### src/hw/rtl/drc_pkg.sv
// Shared types and constants for the dirty rectangle coalescer.
// Used by the channel interfaces and by the top level; depends on nothing.
package drc_pkg;

  localparam int unsigned CoordW  = 16;
  localparam int unsigned BorderW = 8;
  localparam int unsigned CfgIdxW = 2;
  localparam int unsigned CfgDataW = 16;

  localparam logic [CoordW-1:0]  EmptyEdge        = 16'hffff;
  localparam logic [CoordW-1:0]  ModeWidthReset   = 16'd1024;
  localparam logic [CoordW-1:0]  ModeHeightReset  = 16'd768;
  localparam logic [BorderW-1:0] BorderReset      = 8'd50;

  typedef enum logic [1:0] {
    OP_UPDATE     = 2'd0,
    OP_TICK       = 2'd1,
    OP_DRAW_BEGIN = 2'd2,
    OP_PEER_ACK   = 2'd3
  } drc_op_e;

  typedef enum logic [CfgIdxW-1:0] {
    REG_MODE_WIDTH  = 2'd0,
    REG_MODE_HEIGHT = 2'd1,
    REG_BORDER      = 2'd2,
    REG_UNUSED      = 2'd3
  } drc_reg_e;

  typedef struct packed {
    logic [1:0]        opcode;
    logic [CoordW-1:0] rect_left;
    logic [CoordW-1:0] rect_top;
    logic [CoordW-1:0] rect_right;
    logic [CoordW-1:0] rect_bottom;
  } drc_in_t;

  typedef struct packed {
    logic              report_valid;
    logic [CoordW-1:0] out_left;
    logic [CoordW-1:0] out_top;
    logic [CoordW-1:0] out_right;
    logic [CoordW-1:0] out_bottom;
    logic              draw_permitted;
  } drc_out_t;

endpackage

### src/hw/rtl/drc_in_if.sv
// Input channel of the dirty rectangle coalescer: valid, ready and one item.
// Depends on drc_pkg for the payload type.
interface drc_in_if;
  logic             valid;
  logic             ready;
  drc_pkg::drc_in_t data;

  modport source (output valid, output data, input ready);
  modport sink   (input valid, input data, output ready);
endinterface

### src/hw/rtl/drc_out_if.sv
// Result channel of the dirty rectangle coalescer: valid, ready and one item.
// Depends on drc_pkg for the payload type.
interface drc_out_if;
  logic              valid;
  logic              ready;
  drc_pkg::drc_out_t data;

  modport source (output valid, output data, input ready);
  modport sink   (input valid, input data, output ready);
endinterface

### src/hw/rtl/dirty_rect_coalescer.sv
// Dirty rectangle coalescer: merges damage rectangles into a bounding box
// and reports the grown, clipped box on armed ticks.
// Depends on drc_pkg, drc_in_if and drc_out_if.
//
//   channel   direction  payload                                   items
//   in_i      sink       opcode, rect_left/top/right/bottom        one command
//   out_o     source     report_valid, out_*, draw_permitted       one result
//   cfg_*     write      mode_width, mode_height, border           -
//
// Each item is held in the input register and then passes through the
// min/max, grow and clip logic into the result register. One item per
// cycle is sustained unless the result stalls. The box state updates as
// the item leaves the input register. A stalled result holds both
// registers; rst_ni clears them and loads the box and config reset values.
module dirty_rect_coalescer (
  input  logic                          clk_i,
  input  logic                          rst_ni,
  drc_in_if.sink                        in_i,
  drc_out_if.source                     out_o,
  input  logic                          cfg_we_i,
  input  logic [drc_pkg::CfgIdxW-1:0]   cfg_idx_i,
  input  logic [drc_pkg::CfgDataW-1:0]  cfg_data_i
);
  import drc_pkg::*;

  logic [CoordW-1:0]  mode_width_q, mode_height_q;
  logic [BorderW-1:0] border_q;

  logic    in_valid_q;
  drc_in_t in_q;
  logic    out_valid_q;
  drc_out_t out_q, out_d;

  logic [CoordW-1:0] box_left_q, box_top_q, box_right_q, box_bottom_q;
  logic [CoordW-1:0] box_left_d, box_top_d, box_right_d, box_bottom_d;
  logic force_q, force_d, send_ready_q, send_ready_d;
  logic draw_ok_q, draw_ok_d, armed_q, armed_d;

  logic advance, report;
  logic [CoordW-1:0] grown_left, grown_top, grown_right, grown_bottom;
  logic [CoordW:0]   sum_right, sum_bottom;
  drc_op_e op;

  assign advance     = in_valid_q && (!out_valid_q || out_o.ready);
  assign in_i.ready  = !in_valid_q || advance;
  assign out_o.valid = out_valid_q;
  assign out_o.data  = out_q;
  assign op          = drc_op_e'(in_q.opcode);

  always_ff @(posedge clk_i or negedge rst_ni) begin
    if (!rst_ni) begin
      mode_width_q  <= ModeWidthReset;
      mode_height_q <= ModeHeightReset;
      border_q      <= BorderReset;
    end else if (cfg_we_i) begin
      case (drc_reg_e'(cfg_idx_i))
        REG_MODE_WIDTH:  mode_width_q  <= cfg_data_i;
        REG_MODE_HEIGHT: mode_height_q <= cfg_data_i;
        REG_BORDER:      border_q      <= cfg_data_i[BorderW-1:0];
        default: ;
      endcase
    end
  end

  // Grow the current box by the border; left and top only shrink when they
  // exceed it, right and bottom saturate at the largest coordinate.
  always_comb begin
    grown_left  = (box_left_q > {8'd0, border_q}) ? box_left_q - {8'd0, border_q} : box_left_q;
    grown_top   = (box_top_q > {8'd0, border_q}) ? box_top_q - {8'd0, border_q} : box_top_q;
    sum_right   = {1'b0, box_right_q} + {9'd0, border_q};
    sum_bottom  = {1'b0, box_bottom_q} + {9'd0, border_q};
    grown_right  = sum_right[CoordW] ? EmptyEdge : sum_right[CoordW-1:0];
    grown_bottom = sum_bottom[CoordW] ? EmptyEdge : sum_bottom[CoordW-1:0];
  end

  always_comb begin
    box_left_d   = box_left_q;
    box_top_d    = box_top_q;
    box_right_d  = box_right_q;
    box_bottom_d = box_bottom_q;
    force_d      = force_q;
    send_ready_d = send_ready_q;
    draw_ok_d    = draw_ok_q;
    armed_d      = armed_q;
    report       = 1'b0;
    out_d        = '0;
    case (op)
      OP_UPDATE: begin
        if (in_q.rect_left < box_left_q)     box_left_d   = in_q.rect_left;
        if (in_q.rect_top < box_top_q)       box_top_d    = in_q.rect_top;
        if (in_q.rect_right > box_right_q)   box_right_d  = in_q.rect_right;
        if (in_q.rect_bottom > box_bottom_q) box_bottom_d = in_q.rect_bottom;
        send_ready_d = 1'b1;
      end
      OP_TICK: begin
        if (armed_q) begin
          report = (box_right_q != '0) && (box_bottom_q != '0) && (send_ready_q || force_q);
          if (report) begin
            draw_ok_d         = 1'b0;
            force_d           = 1'b0;
            out_d.report_valid = 1'b1;
            out_d.out_left   = (grown_left > mode_width_q) ? '0 : grown_left;
            out_d.out_top    = (grown_top > mode_height_q) ? '0 : grown_top;
            out_d.out_right  = (grown_right > mode_width_q) ? mode_width_q : grown_right;
            out_d.out_bottom = (grown_bottom > mode_height_q) ? mode_height_q : grown_bottom;
            box_left_d   = EmptyEdge;
            box_top_d    = EmptyEdge;
            box_right_d  = '0;
            box_bottom_d = '0;
          end
          if (!send_ready_q) force_d = 1'b1;
        end
      end
      OP_DRAW_BEGIN: send_ready_d = 1'b0;
      OP_PEER_ACK: begin
        armed_d   = 1'b1;
        draw_ok_d = 1'b1;
      end
      default: ;
    endcase
    out_d.draw_permitted = draw_ok_d;
  end

  always_ff @(posedge clk_i or negedge rst_ni) begin
    if (!rst_ni) begin
      in_valid_q   <= 1'b0;
      out_valid_q  <= 1'b0;
      box_left_q   <= '0;
      box_top_q    <= '0;
      box_right_q  <= '0;
      box_bottom_q <= '0;
      force_q      <= 1'b0;
      send_ready_q <= 1'b1;
      draw_ok_q    <= 1'b1;
      armed_q      <= 1'b0;
    end else begin
      if (in_i.ready) in_valid_q <= in_i.valid;
      if (advance) begin
        out_valid_q  <= 1'b1;
        box_left_q   <= box_left_d;
        box_top_q    <= box_top_d;
        box_right_q  <= box_right_d;
        box_bottom_q <= box_bottom_d;
        force_q      <= force_d;
        send_ready_q <= send_ready_d;
        draw_ok_q    <= draw_ok_d;
        armed_q      <= armed_d;
      end else if (out_o.ready) begin
        out_valid_q <= 1'b0;
      end
    end
  end

  always_ff @(posedge clk_i) begin
    if (in_i.valid && in_i.ready) in_q <= in_i.data;
    if (advance) out_q <= out_d;
  end

`ifndef SYNTH
  a_report_revokes_draw: assert property (@(posedge clk_i) disable iff (!rst_ni)
    out_valid_q && out_q.report_valid |-> !out_q.draw_permitted)
    else $error("report delivered with draw permission still set");

  a_report_empties_box: assert property (@(posedge clk_i) disable iff (!rst_ni)
    advance && report |=> box_right_q == '0 && box_bottom_q == '0 && !draw_ok_q)
    else $error("box not emptied after a report");

  a_stall_holds_input: assert property (@(posedge clk_i) disable iff (!rst_ni)
    !in_i.ready |-> in_valid_q && out_valid_q && !out_o.ready)
    else $error("input stalled without a blocked result");
`endif

endmodule
### src/flat_wrapper.sv
// flat-port wrapper written by rule: the top's interface ports become plain ports
module dirty_rect_coalescer_flat import drc_pkg::*;
  (clk_i, rst_ni, cfg_we_i, cfg_idx_i, cfg_data_i, in_i_valid, in_i_data, in_i_ready, out_o_valid, out_o_data, out_o_ready);
  drc_in_if in_i_i ();
  drc_out_if out_o_i ();
  input  logic clk_i;
  input  logic rst_ni;
  input  logic cfg_we_i;
  input  logic [drc_pkg::CfgIdxW-1:0] cfg_idx_i;
  input  logic [drc_pkg::CfgDataW-1:0] cfg_data_i;
  input wire logic [$bits(in_i_i.valid)-1:0] in_i_valid;
  input wire logic [$bits(in_i_i.data)-1:0] in_i_data;
  output wire logic [$bits(in_i_i.ready)-1:0] in_i_ready;
  output wire logic [$bits(out_o_i.valid)-1:0] out_o_valid;
  output wire logic [$bits(out_o_i.data)-1:0] out_o_data;
  input wire logic [$bits(out_o_i.ready)-1:0] out_o_ready;
  assign in_i_i.valid = in_i_valid;
  assign in_i_i.data = in_i_data;
  assign in_i_ready = in_i_i.ready;
  assign out_o_valid = out_o_i.valid;
  assign out_o_data = out_o_i.data;
  assign out_o_i.ready = out_o_ready;
  dirty_rect_coalescer u_core (.clk_i(clk_i), .rst_ni(rst_ni), .in_i(in_i_i), .out_o(out_o_i), .cfg_we_i(cfg_we_i), .cfg_idx_i(cfg_idx_i), .cfg_data_i(cfg_data_i));
endmodule
### config.mk
export PLATFORM = sky130hd
export DESIGN_NAME = dirty_rect_coalescer_flat
export DESIGN_NICKNAME = d
export VERILOG_FILES = /design/src/hw/rtl/drc_pkg.sv /design/src/hw/rtl/drc_in_if.sv /design/src/hw/rtl/drc_out_if.sv /design/src/hw/rtl/dirty_rect_coalescer.sv /design/src/flat_wrapper.sv
export SDC_FILE = /design/constraint.sdc
export NUM_CORES = 1
export LEC_CHECK = 0
export ABC_AREA = 1
export BUFFER_PORTS_ARGS = -buffer_cell sky130_fd_sc_hd__buf_2
export CAP_MARGIN = 20
export CORE_UTILIZATION = 26
export DETAILED_ROUTE_END_ITERATION = 8
export PLACE_DENSITY = 0.42
export SLEW_MARGIN = 20
export SYNTH_ARGS = -nofsm -noshare
export SYNTH_HDL_FRONTEND = slang
export SYNTH_SLANG_ARGS = --single-unit
### constraint.sdc
create_clock -name clk_i -period 3.35 [get_ports clk_i]
set_input_delay 0.1675 -clock clk_i [delete_from_list [all_inputs] [get_ports clk_i]]
set_output_delay 0.1675 -clock clk_i [all_outputs]
set_load 0.02 [all_outputs]
==> results of run 1 <==
[cell families after synthesis]
group / share of synthesized area [%]
simple gates: 29.2
compound gates: 6.07
flops: 42.5
xor+xnor: 0.831
fa+ha+maj: 13.0
buf+inv: 8.39
[cell usage in the layout (no fill, tap or decap), types with 60 or more instances in the layout]
cell / count
buf_4: 243
dlygate4sd3_1: 87
nand2_2: 76
dfrtp_1: 99
a21oi_1: 60
nor2_1: 163
buf_2: 155
inv_1: 235
ha_1: 116
nand2_1: 441
edfxtp_1: 132
nand3_1: 130
[metal layers]
layer | up-vias | global-route usage, %
met4 | 0 | 4.28
met1 | 6998 | 24.2
met3 | 62 | 1.98
li1 | 7553 | -
met5 | - | 0
met2 | 269 | 28.8
[power breakdown]
| group | switching, mW | internal, mW |
|---|---|---|
| Clock | 1.42 | 2.48 |
| Combinational | 8.32 | 7.05 |
| Sequential | 0.677 | 3.98 |
| Total | 10.4 | 13.5 |
[how the worst min path moves through the flow]
stage	endpoint	slack, ps	cells after the start
after floorplan	u_core.armed_q	-130	0
after global placement	u_core.in_valid_q	330	1
after detailed placement	u_core.out_o.valid	330	1
after CTS	u_core.out_o.valid	230	2
after global routing	u_core.in_q[18]	260	2
final	u_core.out_o.valid	200	2
[timing repair]
action / in CTS / in global routing
gates cloned: 9 / 0
endpoints found under the hold margin: 164 / 0
pin swaps: 74 / 97
setup endpoints to repair: 64 / 64
resized for setup: 280 / 222
setup buffers: 39 / 19
hold buffers: 87 / 0
[layout make-up]
cell class              instances  area [um^2]  share of cell area [%]
multi-input cells            1430         9720                    41.0
flip-flops and latches        242         6730                    28.4
repair buffers                522         4010                    16.9
inverters                     281         1070                    4.52
well taps                     782          978                    4.13
clock buffers                  37          808                    3.41
clock inverters                19          360                    1.52
repair inverters                1         7.51                  0.0317
diodes                          2         5.00                  0.0211
[per-stage QoR]
step	util (%)	setup WS, ps
global placement	31.5	-445
global route	39.3	-281
floorplan	-	54.1
detailed placement	31.5	-453
CTS	37.5	-172
finish	39.3	-153
[worst reg2reg max path, cell delays in order (launching register included)]
cell and delay [ps]:
dfstp_2 570, inv_4 60, ha_4 310, nand2_4 60, nor2_4 100, nand4_1 200, nand2_4 210, nand2_8 80
buf_6 140, nand3_4 100, inv_2 70, ha_4 260, nand2_2 60, nor4_4 290, buf_4 160, nand2_1 60
nand2_2 60, nand2_2 60, nand2_4 90, buf_12 110, buf_12 120, nor2_2 50
[registers in the layout (all words and copies together) (netlist names)]
signal / cells
u_core.out_o.data: 66
u_core.in_q: 64
u_core.box_bottom_q: 16
u_core.box_left_q: 16
u_core.box_right_q: 16
u_core.box_top_q: 16
u_core.mode_height_q: 16
u_core.mode_width_q: 16
u_core.border_q: 8
u_core.op: 2
u_core.armed_q: 1
u_core.draw_ok_q: 1
u_core.force_q: 1
u_core.in_valid_q: 1
u_core.out_o.valid: 1
u_core.send_ready_q: 1
==> impl_metrics.json, run 1 <==
{
  "wl_met2_mm": 25.0,
  "clk_pin_slew_ps": 70,
  "h-tree-depth": 1,
  "async_flop_share_pct": 45.5,
  "synth_nets": 2246,
  "setup_tns_ps": -4400,
  "p_leak_nw": 11.4,
  "met3_length_mm": 2.20,
  "synth_ff_type": "edfxtp_1",
  "clockRootBuffer": "clkbuf_16",
  "final_nets": 2759,
  "r2r_setup_slack_ps": -150,
  "ys_types": 41,
  "synth_top_area_cell": "edfxtp_1",
  "crit_required_ps": 3700,
  "crit_arrival_ps": 3850,
  "top_layer_used": "met4",
  "wire_per_inst_um": 16.4,
  "crit_fanout": 7,
  "relSlewSlack_pct": 28.9,
  "fin_skew_ps": 36.0,
  "via_per_inst": 4.49,
  "r2r_start": "u_core.border_q[5]",
  "yosys-top-cells-count": "nand2_1 (523), inv_1 (262), nor2_1 (237)",
  "dieArea_um2": 61800,
  "syn-cell-area_um2": 15800,
  "antenna_left": 0,
  "final_cells": 3316,
  "crit_cells": 21,
  "hold_viol": 0,
  "setup_viol": 64,
  "synth_top_area_share_pct": 25.1,
  "die_w_um": 249,
  "crit_start": "u_core.border_q[5]",
  "dpl.hpwl_mm": 41.4,
  "vias": 14900,
  "p_total_mw": 23.9,
  "clock_sinks": 242,
  "num_rows": 90,
  "worst_pin_slew_ps": 1060,
  "power_density_nw_per_um2": 1010,
  "critPathMaxStageDelay_ps": 570,
  "synth_most_common_cell": "nand2_1",
  "grt_pass1_vias": 15100,
  "grt_pass1_wl_mm": 85.1,
  "netlist_top_cells_area": "edfxtp_1 (25%), dfrtp_1 (16%), ha_1 (13%)",
  "path_cells": "inv_4, ha_4, nand2_4, nor2_4, nand4_1, nand2_4, nand2_8, buf_6, nand3_4, inv_2, ha_4, nand2_2, nor4_4, buf_4, nand2_1, nand2_2, nand2_2, nand2_4, buf_12, buf_12, nor2_2",
  "wl_met1_mm": 26.0,
  "vdd_drop_max_uv": 522,
  "start_kind": "register",
  "ios": 157,
  "rsz0062_at_grt": "yes",
  "drv_slew": 0,
  "crit_buf_inv": 6,
  "die_h_um": 249,
  "gp_congestion": 0.873,
  "reg2reg_to": "u_core.out_o.data[58]",
  "numCtsBuffers": 30,
  "drt-total-wl_mm": 54.3,
  "rr_worst_depth": 21,
  "path_class": "reg -> reg",
  "critPathTopFamily": "simple AND/OR/NAND/NOR gates",
  "clk_latency_ps": 620,
  "cp_slowest_cell": "dfstp_2",
  "dpl.cell_count": 3107,
  "start_util_pct": 26.2,
  "min_path_type": "in -> async",
  "synth_edf_count": 132,
  "yosysWarningCount": 0,
  "cts_tree": "yes",
  "drv_cap": 0,
  "critPathCapture": "u_core.out_o.data[58]",
  "drtIter0Drc": 672,
  "fin_crit_sh_pct": 105,
  "fin_area_um2": 23700,
  "postSynthCellCount": 1995,
  "firstDrtPassIters": 6,
  "synth.avg_cell_area_um2": 7.93,
  "violations": "negative setup slack",
  "status": "finished with violations",
  "gr-total-overflow": 0,
  "placed_cell_area_um2": 19000,
  "hold_slack_ps": 201,
  "syn_to_final_growth_pct": 49.8,
  "ys_seq_area_share_pct": 42.5,
  "drc": 0,
  "fillers": 6052,
  "fin_ws_ps": -153,
  "cp-end-kind": "register",
  "core_um2": 60200,
  "port_buffers": 156,
  "final_layout_size_suffix_gt1_share_pct": 36.1,
  "max_freq_mhz": 285,
  "clock_path_buffers": 3,
  "grt_max_degree": 68,
  "synth-seq-cells": 242,
  "min_period_ps": 3500,
  "grt.total_usage_pct": 17.4,
  "antenna_found_initial": 0
}
(Power assumes the default switching activity.)
==> run 2, diff against run 1 <==
- SETUP_SLACK_MARGIN: unset -> 0.3
==> impl_metrics.json, run 2 (synthesis results as in run 1) <==
{
  "crit_arrival_ps": 3820,
  "start_util_pct": 26.2,
  "status": "finished with violations",
  "syn_to_final_growth_pct": 41.3,
  "via_per_inst": 4.47,
  "pwr-share-seq_pct": 21.5,
  "fin_skew_ps": 11.5,
  "critPathMaxStageDelay_ps": 480,
  "cp-end-kind": "register",
  "ios": 157,
  "die_w_um": 249,
  "rsz0062_at_grt": "yes",
  "fin_ws_ps": -31.9,
  "cts_tree": "yes",
  "clockPowerShare_pct": 15.2,
  "setup_viol": 14,
  "dpl.hpwl_mm": 40.5,
  "fin_crit_sh_pct": 101,
  "path_class": "reg -> reg",
  "clk_latency_ps": 590,
  "grt.total_usage_pct": 16.3,
  "min_period_ps": 3380,
  "p_leak_nw": 10.8,
  "hold_viol": 0,
  "critPathTopFamily": "simple AND/OR/NAND/NOR gates",
  "clock_sinks": 242,
  "p_total_mw": 21.9,
  "pre_cts_ws_ps": -335,
  "drc": 0,
  "h-tree-depth": 1,
  "drv_slew": 0,
  "core_um2": 60200,
  "violations": "negative setup slack",
  "crit_required_ps": 3790,
  "grt_pass1_wl_mm": 79.0,
  "dieArea_um2": 61800,
  "drt-total-wl_mm": 52.2,
  "grt_max_degree": 67,
  "antenna_found_initial": 2,
  "clk_pin_slew_ps": 60,
  "p_sw_mw": 9.75,
  "layout_commonest_cell": "nand2_1",
  "antenna_left": 0,
  "wire_per_inst_um": 16.2,
  "crit_top_cell": "nand2_1",
  "final_cell_mix": "nand2_1 (469), inv_1 (231), nor2_1 (193), buf_4 (161), nand3_1 (159)",
  "grt_pass1_vias": 13700,
  "firstDrtPassIters": 7,
  "largest_reg_flops": 66,
  "fillers": 6152,
  "antenna_cells": 0,
  "numCtsBuffers": 31,
  "power_density_nw_per_um2": 981,
  "final_layout_size_suffix_gt1_share_pct": 30.1,
  "crit_fanout": 9,
  "start_kind": "register",
  "die_h_um": 249,
  "vdd_drop_max_uv": 466,
  "relSlewSlack_pct": 36.7,
  "p_comb_share_pct": 63.3,
  "r2r_setup_slack_ps": -30,
  "clockRootBuffer": "clkbuf_16",
  "netSwitchingFraction_pct": 44.5,
  "clock_path_buffers": 3,
  "port_buffers": 156,
  "setup_tns_ps": -199,
  "p_int_mw": 12.2,
  "cp_slowest_cell": "dfrtp_2",
  "gr-total-overflow": 0,
  "path_cells": "buf_12, ha_4, fa_2, nand2_2, inv_2, nand2_2, nand3_4, nand3_4, nand2_4, nand2_4, buf_6, nand2_1, ha_4, nand2_1, inv_1, o21ai_0, nand2_1, nand2_1, nand2_1, nand2_2, a21boi_4, clkbuf_16, nor2_1, nor2_1",
  "crit_buf_inv": 5,
  "worst_pin_slew_ps": 947,
  "final_nets": 2666,
  "num_rows": 90,
  "drv_cap": 0,
  "drtIter0Drc": 827,
  "max_freq_mhz": 296,
  "vias": 14400,
  "gp_congestion": 0.856,
  "min_path_type": "in -> reg"
}
run 2: cell count changes in the layout (fill, tap and decap cells not counted), sizes merged:
cell,delta
clkinvlp,-2
diode,-2
clkbuf,+19
buf,-95
bufinv,-9
nand4,-1
clkinv,-3
inv,+1
nand2,-2
run 2: per-layer routing:
layer	up-vias	GRT usage, %	routed length [um]
met5	-	0	0
met1	6715	23.8	26000
li1	7349	-	-
met4	0	3.87	1110
met2	273	25.8	23300
met3	63	1.74	1810
run 2: through the flow:
step | cell area (um^2) | util (%) | hold slack, ps | std cells
floorplan | 16000 | - | -128 | 1995
global placement | 18700 | 31.1 | 339 | 3039
detailed placement | 18700 | 31.1 | 346 | 3039
CTS | 20700 | 34.4 | 186 | 3186
global route | 22300 | 37.1 | 254 | 3222
finish | 22300 | 37.1 | 248 | 3222
run 2: timing repair:
item,CTS,global route
setup endpoints to repair,64,64
pin swaps,5,43
buffers inserted,2,30
cloned,0,6
gates resized for setup,33,280
hold endpoints to repair,160,0
hold buffers,87,0
run 2: worst reg2reg max path, delay by kind of cell, from the launching register on:
| kind | cells | cell delay (ps) |
|---|---|---|
| AOI/OAI and AO/OA | 2 | 350 |
| adders and majority gates | 3 | 780 |
| buffers and inverters | 5 | 620 |
| DFF | 1 | 480 |
| and+or+nand+nor | 14 | 1010 |
run 2: layout make-up:
class | count | area, um^2 | area share (%)
multi-input combinational | 1427 | 9200 | 41.2
sequential | 242 | 6730 | 30.1
timing repair buffer | 432 | 3350 | 15.0
inverter | 281 | 1060 | 4.77
tap | 782 | 978 | 4.38
clock buffer | 51 | 952 | 4.26
clock inverter | 7 | 68.8 | 0.308
run 2: worst paths after layout:
check / from / to / cells past startpoint
min in group asynchronous: rst_ni / u_core.mode_height_q[5] / 2
min reg2reg: u_core.armed_q / u_core.armed_q / 2
min: cfg_we_i / u_core.border_q[4] / 4
max: u_core.border_q[0] / u_core.out_o.data[30] / 24
max in group asynchronous: rst_ni / u_core.box_top_q[14] / 3
max reg2reg: u_core.border_q[0] / u_core.out_o.data[30] / 24
run 2: power by group through the flow:
stage | Clock (mW) | Sequential [mW] | Combinational (mW)
floorplan | 0 | 4.67 | 6.56
global placement | 0 | 4.72 | 10.9
detailed placement | 0 | 4.71 | 11.0
CTS | 3.45 | 4.68 | 11.3
global route | 3.56 | 4.81 | 15.5
finish | 3.33 | 4.71 | 13.9
